**src/design/hbe_ram.sv**
```systemverilog
// ----------------------------------------------------------------------------
// Generic RAM
// Single write port and single read port with a registered read.
// ----------------------------------------------------------------------------
module hbe_ram #(
  parameter int WIDTH = 8,
  parameter int DEPTH = 16
) (
  input  logic                     clk,
  input  logic                     we,
  input  logic [$clog2(DEPTH)-1:0] waddr,
  input  logic [WIDTH-1:0]         wdata,
  input  logic                     re,
  input  logic [$clog2(DEPTH)-1:0] raddr,
  output logic [WIDTH-1:0]         rdata
);

  logic [WIDTH-1:0] mem [DEPTH];

  always_ff @(posedge clk) begin
    if (we) begin
      mem[waddr] <= wdata;
    end
    if (re) begin
      rdata <= mem[raddr];
    end
  end

endmodule

```
**config.mk**
```make
export PLATFORM = sky130hd
export DESIGN_NAME = hbe_ram
export DESIGN_NICKNAME = d
export VERILOG_FILES = /design/src/design/hbe_ram.sv
export SDC_FILE = /design/constraint.sdc
export NUM_CORES = 1
export LEC_CHECK = 0
export ABC_AREA = 1
export BUFFER_PORTS_ARGS = -buffer_cell sky130_fd_sc_hd__clkbuf_2
export CAP_MARGIN = 5
export CORE_MARGIN = 8
export CORE_UTILIZATION = 40
export DETAILED_ROUTE_END_ITERATION = 7
export GPL_TIMING_DRIVEN = 0
export SETUP_SLACK_MARGIN = 0.05
export SLEW_MARGIN = 20
export SYNTH_ARGS = -nofsm -noshare
export SYNTH_HDL_FRONTEND = slang
export SYNTH_SLANG_ARGS = --single-unit
export TNS_END_PERCENT = 1
```
**constraint.sdc**
```tcl
create_clock -name clk -period 1.3 [get_ports clk]
set_clock_uncertainty 0.1 [all_clocks]
set_input_delay 0.065 -clock clk [delete_from_list [all_inputs] [get_ports clk]]
set_output_delay 0.065 -clock clk [all_outputs]
set_load 0.02 [all_outputs]
```
==> metrics <==
average footprint of a synthesized cell=10.61 sq um; number of buffers inserted to repair setup after CTS=0; total clock sinks=136; Mapped Nets=570; Max-Cap Viols=0; CTS tree=built; area of the die=18740 sq um; setup repair after global routing missed its margin=yes; critical path peak fanout=8; Post-synth top cells=173 x sky130_fd_sc_hd__nand2_1, 136 x sky130_fd_sc_hd__edfxtp_1, 100 x sky130_fd_sc_hd__inv_1; dominant delay contributor by cell family on the critical path=simple AND/OR/NAND/NOR gates; Reg-to-Reg End=rdata[5]$_DFFE_PP_; crit path max-delay cell type=sky130_fd_sc_hd__nor2_1; path type of the worst setup path=in -> reg; GR met2 Demand/Resource=0.2512; ratio of routed vias to standard cells=4.895; required time reported for the critical path endpoint=1.23 ns; met3 usage in global routing=0.03488; number of flops mapped to enable cells by yosys=around 140; FF-to-FF path depth=6; Ports=27; setup slack at placement=-0.4301 ns; Design Power=9.933 mW; ordered list of cells on the worst path=clkbuf_2 > nand3b_1 > nor2_1; aggregate global-route resource usage=0.1624; signed area change from the synthesized netlist to the final layout=17.29%; largest buffer count on any clock path=2; routability cong.=roughly 0.84; number of cells produced by synthesis=551; VDD IR-drop max=0.8800 mV; number of distinct standard cells referenced by the synthesized netlist=11; ranking of synthesized cells by area=sky130_fd_sc_hd__edfxtp_1 70%, sky130_fd_sc_hd__nand2_1 11%, sky130_fd_sc_hd__nand3_1 8.3%; Chip Height=136.9 microns; Static Leakage=2.938 nW; primary flip-flop cell chosen by synthesis mapping=sky130_fd_sc_hd__edfxtp_1; hold wc startpoint=wdata[0]; count of pins over their slew limit=0; Diodes inserted=0; FF+latch count, synth=approximately 140; DRC violations left=0; Root Buffer=sky130_fd_sc_hd__clkbuf_16; row count=44; power per unit of standard cell area=~1400 nW/um^2; area share of the leading cell type in the synthesized netlist=0.6985; initial standard-cell utilization of the core=0.4054; class of the most critical hold timing path=in -> reg; number of antenna violations at the first check in global routing=0; Num CTS Buffers=17; Final Hold Viols=0; GRT met1 Usage=0.2150; Core Box Area=14420 sq um; result of the run=completed; slack of the critical path=0.05092 ns; Max transition margin=0.3926; Die X=approximately 140 microns; proportion of register bits with asynchronous set or reset after synthesis=0; number of endpoints failing setup at the final stage=0; Seq/Total Area, Yosys=0.6985; number of cells on the worst hold path=1; total via count in the routed design=3867; Routed Antenna Nets=0; CTS clock-pin slew for the worst setup and hold paths=0.05 ns; Port Buf Inserts=23; Top Usage Layer GRT=met2; GR Overflow Total=0; first-pass GRT wire length=22070 microns; Final #Nets=613; Final Routed Wirelength=14460 microns; Starting DRT DRC Count=417; post-detail-place hpwl=9335 microns; Routed WL per cell=18.30 microns; library cell occupying the most area in the post-synthesis netlist=sky130_fd_sc_hd__edfxtp_1; count leader, synth=sky130_fd_sc_hd__nand2_1; Worst Path Arrival=1.18 ns; max frequency=0.8006 GHz; maximum number of pins on one net before global-route repair=17; Post-Syn Area=5847 sq um; Yosys warnings=0; later-pin clock latency in the skew report=0.41 ns; crit-path max cell delay=between 0.7 and 0.8 ns; Reg-to-Reg Start=mem[1][5]$_DFFE_PP_; number of buffer and inverter instances along the worst setup path=1; setup slack of the most critical reg-to-reg path=0.07 ns; share of the cycle needed by the critical path after routing=0.9608; Worst-Margin Slew=0.9078 ns; fraction of final layout cells sized beyond drive strength 1=0.1749; H-Tree Depth=4; vias in the first global route=roughly 3800; end point of the most critical hold path=mem[5][0]$_DFFE_PP_; detailed-routing iteration count for the pre-antenna-repair pass=5; CP startpoint kind=input pin; endpoint class of the critical path=flip-flop; final worst path period need=roughly 1.2 ns
==> where the power goes <==
part | internal, mW | total, mW | switching [mW]
logic | 0.200 | 0.705 | 0.505
registers | 4.94 | 4.97 | 0.0232
clock network | 2.58 | 4.26 | 1.68
==> cell families (layout without fill, tap and decap cells) <==
| family | after synthesis | in the layout | share of synthesized area |
|---|---|---|---|
| and+or+nand+nor | 289 | 289 | 0.2076 |
| DFF | 136 | 136 | 0.6985 |
| buffers and inverters | 126 | 181 | 0.09394 |
==> cells in the final DEF, fill, tap and decap left out <==
cell,n
sky130_fd_sc_hd__clkinv_2,7
sky130_fd_sc_hd__dlygate4sd3_1,1
sky130_fd_sc_hd__clkinv_1,1
sky130_fd_sc_hd__buf_4,4
sky130_fd_sc_hd__clkinvlp_4,2
sky130_fd_sc_hd__nand3_1,74
sky130_fd_sc_hd__buf_1,1
sky130_fd_sc_hd__nand3_2,23
sky130_fd_sc_hd__buf_2,13
sky130_fd_sc_hd__inv_2,2
sky130_fd_sc_hd__nor2_2,4
sky130_fd_sc_hd__nor2_1,13
sky130_fd_sc_hd__clkbuf_1,3
sky130_fd_sc_hd__bufinv_16,1
sky130_fd_sc_hd__clkbuf_2,23
sky130_fd_sc_hd__edfxtp_1,136
sky130_fd_sc_hd__nand2_2,4
sky130_fd_sc_hd__nand3b_1,2
sky130_fd_sc_hd__inv_1,100
sky130_fd_sc_hd__clkbuf_16,17
sky130_fd_sc_hd__buf_6,6
sky130_fd_sc_hd__nand2_1,169
==> metrics by stage <==
| step | instance area [sq um] | hold WS [ns] | setup TNS [ns] | util | std cells |
|---|---|---|---|---|---|
| floorplan | 5847 | 0.06387 | 0 | - | 551 |
| global placement | 6192 | 0.3095 | -30.83 | 0.4293 | 758 |
| detailed placement | 6192 | 0.3263 | -32.79 | 0.4293 | 758 |
| CTS | 6725 | 0.03453 | 0 | 0.4663 | 790 |
| global route | 6858 | 0.04918 | -0.3412 | 0.4755 | 790 |
| finish | 6858 | 0.03751 | 0 | 0.4755 | 790 |
==> area by class of cell <==
cell class / count / area, sq um
timing repair buffer: 24 / 125.1
tap: 184 / 230.2
clock buffer: 20 / 436.7
fill: 1305 / 7566
multi-input combinational: 289 / 1349
sequential: 136 / 4084
buffer: 24 / 166.4
clock inverter: 11 / 83.83
inverter: 102 / 382.9
==> metal layers <==
layer | vias to the layer above | part of all wire | routed length (microns)
met5 | - | 0 | 0
met4 | 0 | 0.019 | 277
met3 | 19 | 0.055 | 793
met2 | 130 | 0.47 | 6784
met1 | 1849 | 0.46 | 6604
li1 | 1869 | - | -
==> how the worst max path moves through the flow <==
stage / startpoint / endpoint / slack [ns] / cells after the start
5_1_grt: waddr[3] / mem[6][1]$_DFFE_PP_ / -0.03 / 3
6_report: waddr[3] / mem[7][1]$_DFFE_PP_ / 0.05 / 3
4_1_cts: mem[1][5]$_DFFE_PP_ / rdata[5]$_DFFE_PP_ / 0.04 / 6
3_3_place_gp: waddr[3] / mem[4][4]$_DFFE_PP_ / -0.40 / 3
2_1_floorplan: waddr[2] / mem[10][0]$_DFFE_PP_ / 0.18 / 2
3_5_place_dp: waddr[3] / mem[4][2]$_DFFE_PP_ / -0.43 / 3
==> flip-flops by register name, summed over array words and instances, names as in the netlist <==
name,count
mem,128
rdata,8
==> repair_timing <==
action | CTS | global route
gates resized for setup | 1 | 30
endpoints found under the setup margin | 9 | 48
pin swaps | 0 | 4
endpoints found under the hold margin | 8 | 0
hold buffers | 1 | 0
No activity file was read; power rests on OpenSTA's default activity.
